### config.mk
export PLATFORM = sky130hd
export DESIGN_NAME = button_debounce_relay_toggle_top
export DESIGN_NICKNAME = d
export VERILOG_FILES = /design/src/sv/bdrt_pkg.sv /design/src/sv/bdrt_lane.sv /design/src/sv/bdrt_merge.sv /design/src/sv/button_debounce_relay_toggle_top.sv
export SDC_FILE = /design/constraint.sdc
export NUM_CORES = 1
export LEC_CHECK = 0
export BUFFER_PORTS_ARGS = -buffer_cell sky130_fd_sc_hd__buf_2
export CAP_MARGIN = 15
export CORE_MARGIN = 4
export CORE_UTILIZATION = 50
export DETAILED_ROUTE_END_ITERATION = 12
export PLACE_DENSITY = 0.65
export SLEW_MARGIN = 10
export SYNTH_ARGS = -nofsm -noshare
export SYNTH_HDL_FRONTEND = slang
export SYNTH_SLANG_ARGS = --single-unit
### constraint.sdc
create_clock -name clk -period 5.1 [get_ports clk]
set_input_delay 1.02 -clock clk [delete_from_list [all_inputs] [get_ports clk]]
set_output_delay 1.02 -clock clk [all_outputs]
set_load 0.03 [all_outputs]
### src/sv/bdrt_pkg.sv
// -----------------------------------------------------------------------------
// Button debounce and relay toggle package
// Shared widths, reset values, register indexes and beat types.
// -----------------------------------------------------------------------------
package bdrt_pkg;

	// Fixed field widths.
	localparam int BTN_W     = 8;
	localparam int CNT_W     = 4;
	localparam int CFG_IDX_W = 1;
	localparam int CFG_W     = 4;

	// Default number of button lanes.
	localparam int NUM_BUTTONS_DEF = 8;

	// Register reset values.
	localparam logic [CNT_W-1:0] THRESHOLD_RST  = CNT_W'(3);
	localparam logic             ACTIVE_LOW_RST = 1'b1;

	// Configuration register indexes.
	typedef enum logic [CFG_IDX_W-1:0] {
		CFG_THRESHOLD  = 1'b0,
		CFG_ACTIVE_LOW = 1'b1
	} cfg_reg_t;

	// One input beat.
	typedef struct packed {
		logic [BTN_W-1:0] buttons_raw;
		logic             read_ok;
	} in_beat_t;

	// One result beat.
	typedef struct packed {
		logic [BTN_W-1:0] stable_buttons;
		logic [BTN_W-1:0] relay_out;
		logic [BTN_W-1:0] toggled_relays;
		logic             report_changed;
		logic             read_error;
	} out_beat_t;

	// Control shared by every lane for the current beat.
	typedef struct packed {
		logic             update;
		logic [CNT_W-1:0] threshold;
		logic             active_low;
	} lane_ctrl_t;

	// Number of lanes that can see a port bit.
	function automatic int lane_count(input int num_buttons);
		lane_count = (num_buttons < BTN_W) ? num_buttons : BTN_W;
	endfunction

endpackage

### src/sv/bdrt_lane.sv
// -----------------------------------------------------------------------------
// Debounce lane
// Per-button counter that decides when the stable bit flips and whether
// the flip is a press that toggles the relay.
// -----------------------------------------------------------------------------
module bdrt_lane (
	input  logic                clk,
	input  logic                arst_n,
	input  bdrt_pkg::lane_ctrl_t ctrl,
	input  logic                raw_bit,
	input  logic                stable_bit,
	output logic                flip,
	output logic                toggle
);
	import bdrt_pkg::*;

	logic [CNT_W-1:0] count_q;
	logic [CNT_W:0]   count_inc;
	logic             differ;

	// The next count is one wider so the threshold compare never wraps.
	assign count_inc = {1'b0, count_q} + (CNT_W + 1)'(1);
	assign differ    = raw_bit ^ stable_bit;
	assign flip      = ctrl.update & differ & (count_inc >= {1'b0, ctrl.threshold});

	// After a flip the stable bit equals the raw bit, so the press test uses it.
	assign toggle = flip & (raw_bit ^ ctrl.active_low);

	// On an update the counter clears on agreement or on a flip, else counts up; otherwise it holds.
	always_ff @(posedge clk or negedge arst_n) begin
		if (!arst_n) begin
			count_q <= '0;
		end else if (ctrl.update) begin
			if (!differ || flip) begin
				count_q <= '0;
			end else begin
				count_q <= count_inc[CNT_W-1:0];
			end
		end
	end

endmodule

### src/sv/bdrt_merge.sv
// -----------------------------------------------------------------------------
// Debounce merge stage
// Holds the debounced, reported and relay masks, folds in the flips and
// toggles found by the lanes and forms the result beat.
// -----------------------------------------------------------------------------
module bdrt_merge #(
	parameter int NUM_BUTTONS = bdrt_pkg::NUM_BUTTONS_DEF
) (
	input  logic                          clk,
	input  logic                          arst_n,
	input  logic                          accept,
	input  bdrt_pkg::in_beat_t            in_beat,
	input  logic [bdrt_pkg::BTN_W-1:0]    flips,
	input  logic [bdrt_pkg::BTN_W-1:0]    toggles,
	output logic                          lanes_run,
	output logic [bdrt_pkg::BTN_W-1:0]    raw_masked,
	output logic [bdrt_pkg::BTN_W-1:0]    stable_mask,
	output bdrt_pkg::out_beat_t           result
);
	import bdrt_pkg::*;

	localparam int LANES = lane_count(NUM_BUTTONS);
	localparam logic [BTN_W-1:0] LANE_MASK = BTN_W'((64'd1 << LANES) - 64'd1);

	logic [BTN_W-1:0] debounced_q;
	logic [BTN_W-1:0] reported_q;
	logic [BTN_W-1:0] relay_q;
	logic             snapshot_q;

	logic             good;
	logic             first;
	logic [BTN_W-1:0] deb_next;
	logic [BTN_W-1:0] relay_next;
	logic             report;

	// Classify the beat: failed read, first good sample, or normal update.
	assign raw_masked  = in_beat.buttons_raw & LANE_MASK;
	assign good        = accept & in_beat.read_ok;
	assign first       = good & ~snapshot_q;
	assign lanes_run   = good & snapshot_q;
	assign stable_mask = debounced_q;

	// Next masks and the change report.
	always_comb begin
		deb_next   = debounced_q;
		relay_next = relay_q;
		if (first) begin
			deb_next = raw_masked;
		end else if (lanes_run) begin
			deb_next   = debounced_q ^ flips;
			relay_next = relay_q ^ toggles;
		end
		report = lanes_run & (|flips) & (deb_next != reported_q);
	end

	// Result beat for the sample being accepted.
	always_comb begin
		result.stable_buttons = deb_next;
		result.relay_out      = relay_next;
		result.toggled_relays = lanes_run ? toggles : '0;
		result.report_changed = report;
		result.read_error     = ~in_beat.read_ok;
	end

	// Mask state.
	always_ff @(posedge clk or negedge arst_n) begin
		if (!arst_n) begin
			debounced_q <= '0;
			reported_q  <= '0;
			relay_q     <= LANE_MASK;
			snapshot_q  <= 1'b0;
		end else begin
			debounced_q <= deb_next;
			relay_q     <= relay_next;
			if (first) begin
				reported_q <= raw_masked;
				snapshot_q <= 1'b1;
			end else if (report) begin
				reported_q <= deb_next;
			end
		end
	end

endmodule

### src/sv/button_debounce_relay_toggle_top.sv
// -----------------------------------------------------------------------------
// Button debounce and relay toggle, top level
// Debounces a sampled button bank and toggles a relay per button press.
//
// Usage:
//   Input channel in_valid/in_stall/in_data carries one sample beat: the raw
//   button levels and a read-ok flag. Output channel out_valid/out_stall/
//   out_data carries one result beat per sample: debounced mask, relay mask,
//   toggled bits, a change-report flag and a read-error flag.
//   Each accepted result is registered at the output. Throughput is one beat
//   per cycle while out_stall is low; every button has its own counter lane,
//   all lanes update in the same cycle, and lane compare and mask merge are
//   combinational. When the receiver stalls, one more beat is taken into a
//   skid register; in_stall then rises until the held result is taken.
//   Reset clears the counters, the debounced and reported masks, sets all
//   lane relay bits to one, and restores the threshold to 3 and the
//   active-low polarity. The user must write the configuration port (cfg_we,
//   cfg_index, cfg_data) only while the block is idle; this is not enforced.
// -----------------------------------------------------------------------------
module button_debounce_relay_toggle_top #(
	parameter int NUM_BUTTONS = bdrt_pkg::NUM_BUTTONS_DEF
) (
	input  logic                            clk,
	input  logic                            arst_n,
	input  logic                            cfg_we,
	input  logic [bdrt_pkg::CFG_IDX_W-1:0]  cfg_index,
	input  logic [bdrt_pkg::CFG_W-1:0]      cfg_data,
	input  logic                            in_valid,
	output logic                            in_stall,
	input  bdrt_pkg::in_beat_t              in_data,
	output logic                            out_valid,
	input  logic                            out_stall,
	output bdrt_pkg::out_beat_t             out_data
);
	import bdrt_pkg::*;

	localparam int LANES = lane_count(NUM_BUTTONS);

	logic [CNT_W-1:0] threshold_q;
	logic             active_low_q;

	logic             accept;
	logic             lanes_run;
	lane_ctrl_t       ctrl;
	logic [BTN_W-1:0] raw_masked;
	logic [BTN_W-1:0] stable_mask;
	logic [BTN_W-1:0] flips;
	logic [BTN_W-1:0] toggles;
	out_beat_t        result;

	out_beat_t        out_q;
	logic             out_valid_q;
	out_beat_t        skid_q;
	logic             skid_valid_q;
	logic             out_free;

	// Configuration registers.
	always_ff @(posedge clk or negedge arst_n) begin
		if (!arst_n) begin
			threshold_q  <= THRESHOLD_RST;
			active_low_q <= ACTIVE_LOW_RST;
		end else if (cfg_we) begin
			case (cfg_reg_t'(cfg_index))
				CFG_THRESHOLD:  threshold_q  <= cfg_data[CNT_W-1:0];
				CFG_ACTIVE_LOW: active_low_q <= cfg_data[0];
				default:        ;
			endcase
		end
	end

	// Handshake and lane control.
	assign in_stall        = skid_valid_q;
	assign accept          = in_valid & ~in_stall;
	assign ctrl.update     = lanes_run;
	assign ctrl.threshold  = threshold_q;
	assign ctrl.active_low = active_low_q;

	// One debounce lane per button that reaches a port bit.
	for (genvar i = 0; i < BTN_W; i++) begin : g_lane
		if (i < LANES) begin : g_on
			bdrt_lane u_lane (
				.clk        (clk),
				.arst_n     (arst_n),
				.ctrl       (ctrl),
				.raw_bit    (raw_masked[i]),
				.stable_bit (stable_mask[i]),
				.flip       (flips[i]),
				.toggle     (toggles[i])
			);
		end else begin : g_off
			assign flips[i]   = 1'b0;
			assign toggles[i] = 1'b0;
		end
	end

	// Merge the lane findings into the masks.
	bdrt_merge #(
		.NUM_BUTTONS (NUM_BUTTONS)
	) u_merge (
		.clk         (clk),
		.arst_n      (arst_n),
		.accept      (accept),
		.in_beat     (in_data),
		.flips       (flips),
		.toggles     (toggles),
		.lanes_run   (lanes_run),
		.raw_masked  (raw_masked),
		.stable_mask (stable_mask),
		.result      (result)
	);

	// Output register with a skid stage behind it.
	assign out_free = ~out_valid_q | ~out_stall;

	always_ff @(posedge clk or negedge arst_n) begin
		if (!arst_n) begin
			out_valid_q  <= 1'b0;
			skid_valid_q <= 1'b0;
		end else if (out_free) begin
			if (skid_valid_q) begin
				out_valid_q  <= 1'b1;
				skid_valid_q <= 1'b0;
			end else begin
				out_valid_q <= accept;
			end
		end else if (accept) begin
			skid_valid_q <= 1'b1;
		end
	end

	// Result payload registers.
	always_ff @(posedge clk) begin
		if (out_free) begin
			if (skid_valid_q) begin
				out_q <= skid_q;
			end else if (accept) begin
				out_q <= result;
			end
		end else if (accept) begin
			skid_q <= result;
		end
	end

	assign out_valid = out_valid_q;
	assign out_data  = out_q;

endmodule
==> flow_summary.toml, run 1 <==
[run_status]
status = "completed"

[timing]
worst_slew_pin_slew_ps = 1080
finalHoldViolations = 0
rsz0062_at_grt = "no"
fmax_mhz = 286
finalSetupTns_ps = 0
drv_slew = 0
slew_headroom_pct = 28.0
setup_viol = 0
finalClockSkew_ps = 7.99
period_needed_ps = 3490
fin_crit_sh_pct = 68.4
finalWorstSetupSlack_ps = 1610

[critical_path]
crit_end = "u_merge.reported_q[1]$_DFFE_PN0P_"
startpoint_type = "flip-flop"
end_kind = "flip-flop"
crit_required_ps = 5390
worstSetupPathType = "reg -> reg"
reg2reg_depth = 12
slowest_delay_ps = 430
crit_arrival_ps = 3790
path_cells = "ha_1 > xor2_1 > ha_1 > a21oi_1 > o21ai_1 > a21oi_2 > a21o_1 > mux2i_1 > o22ai_1 > o41ai_4 > a21oi_4 > mux2_4"
critPathMostFrequentCell = "ha_1"
crit_path_max_fanout = 8
critPathLaunch = "g_lane[0].g_on.u_lane.count_q[0]$_DFFE_PN0P_"
r2r_slack_ps = 1610
timing.rr.start = "g_lane[0].g_on.u_lane.count_q[0]$_DFFE_PN0P_"
cp_slowest_cell = "dfrtp_1"
worstReg2RegEnd = "u_merge.reported_q[1]$_DFFE_PN0P_"

[routing]
via_per_inst = 5.69
top_layer_used = "met4"
wirelength_um = 12700
ant_nets = 0
drt_iter0_markers = 289
dr.pass1.iters = 5
wl_met3_um = 481
drcViolationCount = 0
drt-wirelength-per-cell_um = 18.1
route.vias.total = 3974
met1Wirelength_um = 5820
dr_wl_met2_um = 6170

[clock_tree]
cts_root_buffer = "clkbuf_16"
cts_hold_buf = 0
numCtsBuffers = 17
clkSinkCount = 116
path_clk_slew_ps = 50
cts_max_level = 4
cts_tree = "done"
postCtsResizedCells = 0
clock_latency_ps = 420
post_cts_buffers = 0
clockBufferDepth = 2

[die]
die_h_um = 117
die_area_mm2 = 0.0138
num_rows = 39
die_w_um = 117
coreArea_mm2 = 0.0116
io_pins = 47
start_util_pct = 51.7

[worst_hold_path]
hold_class = "reg -> reg"
hold_start = "skid_q[9]$_DFFE_PP_"

[synthesis]
yosys.cell_types.count = 49
ys.flop_type = "dfrtp_1"
synth-seq-area-share_pct = 53.2
yosysWarnings = 0
synth_edf_count = 52
synthArstFlopShare_pct = 55.2
synth_fp_nets = 539
syn-instance-count = 480
synth_area_per_cell_um2 = 12.5
ys_ff_latch = 116
synth_area_mm2 = 0.00598

[layout]
drive_above_1_share_pct = 25.9
insertedDiodeCount = 0
layout_common_cells = "dfrtp_1, edfxtp_1, buf_2"
fillCellCount = 912
layout.cells.non_filler = 699
final_common_cell = "dfrtp_1"
nets = 602
areaGrowthSynthToFinish_pct = 18.5

[global_routing]
grt_pass1_wl_um = 20900
gr-total-overflow = 0
grtUsageTotal_pct = 19.2
antenna_found_initial = 0
grt_pass1_vias = 3985
grt_max_degree = 45

[power_and_ir_drop]
ir_drop_mv = 0.291
power.leakage_nw = 3.12
p_total_w = 0.00418
power.density_mw_per_mm2 = 590

[placed_design]
dp_slack_ps = 1570
dpl.hpwl_um = 8770
placedCellCount = 666
io_buffer_count = 46
routabilityCongestion = 0.859

[job]
maxCapViolCount = 0
cell type report:
cell class                 count  area [µm²]  share of cell area (%)
sequential                   116        3180                    44.8
clock buffer                  19         433                    6.11
multi-input combinational    343        2720                    38.4
timing repair buffer          54         303                    4.27
clock inverter                13         230                    3.25
tap                          143         179                    2.53
inverter                      11        43.8                   0.618
how the worst min path moves through the flow:
| stage | end | slack, ps | depth (start not counted) |
|---|---|---|---|
| floorplan | g_lane[0].g_on.u_lane.count_q[1]$_DFFE_PN0P_ | 490 | 1 |
| global placement | out_data[3]$_DFFE_PP_ | 500 | 1 |
| detailed placement | out_data[8]$_DFFE_PP_ | 510 | 1 |
| CTS | out_data[8]$_DFFE_PP_ | 520 | 1 |
| global route | g_lane[3].g_on.u_lane.count_q[3]$_DFFE_PN0P_ | 540 | 1 |
| finish | out_data[9]$_DFFE_PP_ | 520 | 1 |
state kept, by name (all words and copies together), names as in the netlist:
signal                      flops
out_data                       26
u_merge.snapshot_q              1
in_stall                        1
g_lane.g_on.u_lane.count_q     32
out_valid                       1
u_merge.relay_q                 8
active_low_q                    1
u_merge.reported_q              8
threshold_q                     4
skid_q                         26
u_merge.stable_mask             8
synth_stat cells (5+ instances only):
master	instances	area share, %
xor2_1	21	3.1
o21ai_0	28	2.3
xnor2_1	20	2.9
nor2_1	18	1.1
clkbuf_1	5	0.31
o21ai_1	5	0.42
edfxtp_1	52	26
a21o_1	11	1.4
nor2b_1	16	1.7
a32o_1	14	2.3
nand2_1	42	2.6
nand3_1	13	1.1
mux2_4	8	2.0
nor3b_1	8	1.0
a21oi_1	18	1.5
o22ai_1	5	0.52
ha_1	40	8.4
mux2_2	23	4.3
dfrtp_1	53	22
inv_1	10	0.63
dfstp_2	11	4.8
nor3_1	8	0.67
critical path: cells and delay by family (launching register included):
| kind | cells | cell delay, ps |
|---|---|---|
| AO/OA/AOI/OAI | 7 | 1570 |
| adder cells (fa/ha/maj) | 2 | 560 |
| multiplexers | 2 | 630 |
| flip-flops | 1 | 430 |
| XOR/XNOR | 1 | 160 |
power breakdown:
part | leakage (nW) | internal (W) | switching [W]
clock | 0.315 | 0.000915 | 0.000423
sequential | 1.30 | 0.00128 | 0.000187
combinational | 1.50 | 0.000593 | 0.000783
total | 3.12 | 0.00279 | 0.00139
metrics by stage:
| stage | utilization [%] | area [µm²] | hold WS (ps) |
|---|---|---|---|
| after floorplan | - | 5980 | 490 |
| after global placement | 55.4 | 6400 | 504 |
| after detailed placement | 55.4 | 6400 | 506 |
| after CTS | 61.1 | 7070 | 524 |
| after global routing | 61.3 | 7090 | 544 |
| final | 61.3 | 7090 | 524 |
metal layers:
| metal | vias to the layer above | global-route usage [%] |
|---|---|---|
| li1 | 1936 | - |
| met1 | 1941 | 25.3 |
| met2 | 80 | 30.5 |
| met3 | 17 | 5.20 |
| met4 | 0 | 7.18 |
| met5 | - | 0 |
cell families after synthesis:
kind of cell               count (synthesis)  synth area share [%]
AOI/OAI and AO/OA                        115                  14.7
xor gates and xnor gates                  41                  6.01
muxes                                     35                  7.01
buffers and inverters                     21                  1.49
adders and majority gates                 40                  8.37
and+or+nand+nor                          112                  9.23
DFF                                      116                  53.2
No activity file was read; power rests on OpenSTA's default activity.
==> inputs of run 2 (changes only) <==
==> constraint.sdc (replaced) <==
create_clock -name clk -period 3.5 [get_ports clk]
set_input_delay 0.7 -clock clk [delete_from_list [all_inputs] [get_ports clk]]
set_output_delay 0.7 -clock clk [all_outputs]
set_load 0.03 [all_outputs]
==> flow_summary.toml, run 2 (synthesized netlist as in run 1, its figures left out) <==
[placed_design]
dp_slack_ps = 166
dpl.hpwl_um = 9050
routabilityCongestion = 0.857
io_buffer_count = 46

[critical_path]
path_buf_inv = 0
worstSetupPathType = "reg -> reg"
slowest_delay_ps = 440
crit_required_ps = 3800
crit_path_max_fanout = 8
cp_slowest_cell = "o41ai_4"
startpoint_type = "flip-flop"
end_kind = "flip-flop"
reg2reg_depth = 12
path_cells = "ha_1 > xor2_1 > ha_1 > a21oi_1 > o21ai_2 > a21oi_4 > a21oi_2 > mux2_4 > xor2_1 > o41ai_4 > a21oi_4 > mux2_4"
timing.rr.start = "g_lane[1].g_on.u_lane.count_q[0]$_DFFE_PN0P_"
cp.depth = 12
crit_end = "u_merge.reported_q[0]$_DFFE_PN0P_"
worstReg2RegEnd = "u_merge.reported_q[0]$_DFFE_PN0P_"
r2r_slack_ps = 170
critPathLaunch = "g_lane[1].g_on.u_lane.count_q[0]$_DFFE_PN0P_"
crit_arrival_ps = 3630
cpLargestDelayFamily = "compound AO/OA/AOI/OAI gates"

[routing]
drt_iter0_markers = 324
ant_nets = 0
drcViolationCount = 0
dr.pass1.iters = 5
drt-wirelength-per-cell_um = 18.2
via_per_inst = 5.73
route.vias.total = 4060
wirelength_um = 12900

[timing]
worst_slew_pin_slew_ps = 760
slew_headroom_pct = 49.4
finalHoldViolations = 0
period_needed_ps = 3330
fin_crit_sh_pct = 95.2
drv_slew = 0
fmax_mhz = 300
setup_viol = 0
finalClockSkew_ps = 5.22
finalWorstSetupSlack_ps = 170

[clock_tree]
cts_root_buffer = "clkbuf_16"
clock_latency_ps = 420
numCtsBuffers = 17
cts_tree = "done"
cts_max_level = 4
cts_hold_buf = 0
path_clk_slew_ps = 50
clkSinkCount = 116
clockBufferDepth = 2

[layout]
layout_common_cells = "dfrtp_1, edfxtp_1, buf_2"
nets = 611
layout.area.seq_mm2 = 0.00318
top_register = "g_lane.g_on.u_lane.count_q"
drive_above_1_share_pct = 28.1
finish.utilization_pct = 61.7
areaGrowthSynthToFinish_pct = 19.5
insertedDiodeCount = 0
final_common_cell = "dfrtp_1"
fillCellCount = 876
largest_reg_flops = 32
multi_input_area_mm2 = 0.00275

[die]
die_area_mm2 = 0.0138
coreArea_mm2 = 0.0116
io_pins = 47
die_w_um = 117
start_util_pct = 51.7
die_h_um = 117
num_rows = 39

[job]
maxCapViolCount = 0

[global_routing]
grtUsageTotal_pct = 19.7
grt_pass1_vias = 4129
gr-total-overflow = 0
grt_pass1_wl_um = 21400
grt_max_degree = 38
antenna_found_initial = 0

[run_status]
status = "completed"

[power_and_ir_drop]
power.density_mw_per_mm2 = 849
ir_drop_mv = 0.605
power.leakage_nw = 3.14

[worst_hold_path]
hold_class = "in -> async"
==> run 2: cell count changes in the layout (fill, tap and decap cells not counted), moves of 2 or more <==
| cell | before | now |
|---|---|---|
| mux2i_2 | 0 | 2 |
| clkinv_2 | 1 | 3 |
| bufinv_16 | 6 | 4 |
| clkinvlp_4 | 2 | 4 |
| buf_4 | 7 | 16 |
| mux2i_1 | 4 | 2 |
==> run 2: worst min path at each step <==
stage / to / slack, ps
3_5_place_dp: out_data[7]$_DFFE_PP_ / 510
2_1_floorplan: g_lane[0].g_on.u_lane.count_q[0]$_DFFE_PN0P_ / 400
3_3_place_gp: g_lane[2].g_on.u_lane.count_q[1]$_DFFE_PN0P_ / 500
6_report: g_lane[3].g_on.u_lane.count_q[3]$_DFFE_PN0P_ / 340
5_1_grt: g_lane[3].g_on.u_lane.count_q[3]$_DFFE_PN0P_ / 370
4_1_cts: g_lane[3].g_on.u_lane.count_q[3]$_DFFE_PN0P_ / 360
==> run 2: layout make-up <==
cell class / instances / share of cell area, %
Clock buffer: 19 / 6.20
Multi-Input combinational cell: 343 / 38.4
Timing Repair Buffer: 63 / 5.19
Sequential cell: 116 / 44.5
Tap cell: 143 / 2.51
Inverter: 11 / 0.613
Clock inverter: 13 / 2.56
==> run 2: metrics by stage <==
stage          total power (W)  instance area, µm²  hold WS (ps)  setup TNS [ps]  cells
6_report               0.00606                7140           339               0    708
3_5_place_dp           0.00420                6470           509               0    674
3_3_place_gp           0.00412                6470           502               0    674
4_1_cts                0.00605                7100           358               0    706
5_1_grt                0.00645                7140           374           -5.01    708
2_1_floorplan          0.00360                5980           404               0    480
==> run 2: repair_timing <==
item	CTS	global route
setup endpoints to repair	0	7
buffers inserted	0	2
resized for setup	0	5
==> run 2: report_power, final <==
group / internal (W) / switching (W) / leakage, nW
sequential: 0.00186 / 0.000275 / 1.30
clock: 0.00121 / 0.000621 / 0.295
combinational: 0.000937 / 0.00116 / 1.54
total: 0.00401 / 0.00206 / 3.14
==> run 2: metal layers <==
layer	GRT usage (%)	share of wire, %	routed length, µm	up-vias
met5	0	0	0	-
met4	6.52	1.3	171	0
met3	5.63	4.6	598	17
met2	31.7	49	6340	87
met1	25.7	45	5780	2007
li1	-	-	-	1949
==> inputs of run 3 (changes only) <==
--- a/config.mk
+++ b/config.mk
@@ -8,9 +8,9 @@
 export BUFFER_PORTS_ARGS = -buffer_cell sky130_fd_sc_hd__buf_2
 export CAP_MARGIN = 15
 export CORE_MARGIN = 4
-export CORE_UTILIZATION = 50
+export CORE_UTILIZATION = 35
 export DETAILED_ROUTE_END_ITERATION = 12
-export PLACE_DENSITY = 0.65
+export PLACE_DENSITY = 0.48
 export SLEW_MARGIN = 10
 export SYNTH_ARGS = -nofsm -noshare
 export SYNTH_HDL_FRONTEND = slang
==> flow_summary.toml, run 3 (synthesized netlist as in run 1, its figures left out) <==
[run_status]
status = "completed"

[clock_tree]
numCtsBuffers = 17
cts_root_buffer = "clkbuf_16"
clockBufferDepth = 2
clock_latency_ps = 410
clkSinkCount = 116
path_clk_slew_ps = 60
cts_max_level = 4
cts_tree = "done"

[global_routing]
gr-total-overflow = 0
grt_pass1_wl_um = 22900
grt_pass1_vias = 4335
antenna_found_initial = 0
grt_max_degree = 35
grtUsageTotal_pct = 15.1

[layout]
fillCellCount = 1576
nets = 619
largest_reg_flops = 32
finish.utilization_pct = 43.8
layout.cells.non_filler = 793
areaGrowthSynthToFinish_pct = 21.8
multi_input_area_mm2 = 0.00274
layout_common_cells = "dfrtp_1, edfxtp_1, buf_2"
drive_above_1_share_pct = 29.7
layout.area.seq_mm2 = 0.00318
top_register = "g_lane.g_on.u_lane.count_q"
final_common_cell = "dfrtp_1"
fin_area_mm2 = 0.00728
insertedDiodeCount = 0

[timing]
finalClockSkew_ps = 8.65
setup_viol = 0
fmax_mhz = 298
worst_slew_pin_slew_ps = 817
finalWorstSetupSlack_ps = 148
period_needed_ps = 3350
fin_crit_sh_pct = 95.8
slew_headroom_pct = 45.5
finalSetupTns_ps = 0
finalHoldViolations = 0
drv_slew = 0

[die]
num_rows = 47
die_w_um = 139
io_pins = 47
die_area_mm2 = 0.0192
start_util_pct = 35.9
die_h_um = 139
coreArea_mm2 = 0.0166

[routing]
dr.pass1.iters = 4
route.vias.total = 4031
drt-wirelength-per-cell_um = 17.5
via_per_inst = 5.08
drcViolationCount = 0
ant_nets = 0
drt_iter0_markers = 155
wirelength_um = 13900

[placed_design]
dpl.hpwl_um = 9880
dp_slack_ps = 139
placedCellCount = 754
io_buffer_count = 46
dpl_cell_area_mm2 = 0.00659
routabilityCongestion = 0.791

[critical_path]
crit_path_max_fanout = 8
crit_arrival_ps = 3640
end_kind = "flip-flop"
worstSetupPathType = "reg -> reg"
crit_required_ps = 3790
startpoint_type = "flip-flop"

[power_and_ir_drop]
power.leakage_nw = 3.16
power.density_mw_per_mm2 = 835
ir_drop_mv = 0.467

[job]
maxCapViolCount = 0

[worst_hold_path]
hold_class = "in -> async"
==> run 3: final timing paths <==
path	from	end	slack, ps	cells past startpoint
hold / removal	arst_n	threshold_q[2]$_DFFE_PN0P_	370	1
min in group clk	cfg_data[3]	threshold_q[3]$_DFFE_PN0P_	500	3
setup reg to reg	g_lane[7].g_on.u_lane.count_q[0]$_DFFE_PN0P_	u_merge.reported_q[4]$_DFFE_PN0P_	150	13
max in group asynchronous	arst_n	u_merge.relay_q[3]$_DFF_PN1_	2390	2
setup / recovery	g_lane[7].g_on.u_lane.count_q[0]$_DFFE_PN0P_	u_merge.reported_q[4]$_DFFE_PN0P_	150	13
hold reg to reg	skid_q[8]$_DFFE_PP_	out_data[8]$_DFFE_PP_	520	1
==> run 3: cell type report <==
| class | instances | area share, % |
|---|---|---|
| clock buffers | 17 | 5.84 |
| inverters | 11 | 0.601 |
| repair buffers | 71 | 6.08 |
| well taps | 220 | 3.78 |
| multi-input cells | 343 | 37.6 |
| clock inverters | 15 | 2.44 |
| flip-flops and latches | 116 | 43.6 |
==> run 3: stage by stage <==
step / power [W] / hold slack, ps
floorplan: 0.00360 / 404
global placement: 0.00420 / 510
detailed placement: 0.00424 / 512
CTS: 0.00606 / 400
global route: 0.00649 / 437
finish: 0.00608 / 374
==> run 3: routing by layer <==
layer  track usage [%]  part of all wire (%)  vias to the layer above  wire [µm]
li1                  -                     -                     1956          -
met1              19.3                    46                     1976       6410
met2              24.7                    48                       79       6710
met3              4.14                   4.3                       20        593
met4              5.05                   1.4                        0        189
met5                 0                     0                        -          0
==> run 3: critical path: stages (launching register included) <==
cell	delay, ps
dfrtp_1	420
ha_2	230
xor2_1	150
ha_1	320
a21oi_2	160
o21ai_2	90
o41ai_2	280
mux2i_2	330
o221a_1	240
o2111ai_2	150
o41ai_4	300
a21oi_4	100
buf_12	160
mux2_4	290
==> run 3: power breakdown <==
| group | internal (W) | total (W) | leakage (nW) | switching (W) |
|---|---|---|---|---|
| clock network | 0.00112 | 0.00178 | 0.282 | 0.000659 |
| logic | 0.000985 | 0.00216 | 1.57 | 0.00118 |
| registers | 0.00186 | 0.00214 | 1.30 | 0.000273 |
| total | 0.00397 | 0.00608 | 3.16 | 0.00211 |
==> run 3: what timing repair did <==
item	CTS	global route
buffers inserted	0	7
setup endpoints to repair	0	9
resized for setup	0	6
hold buffers	0	0
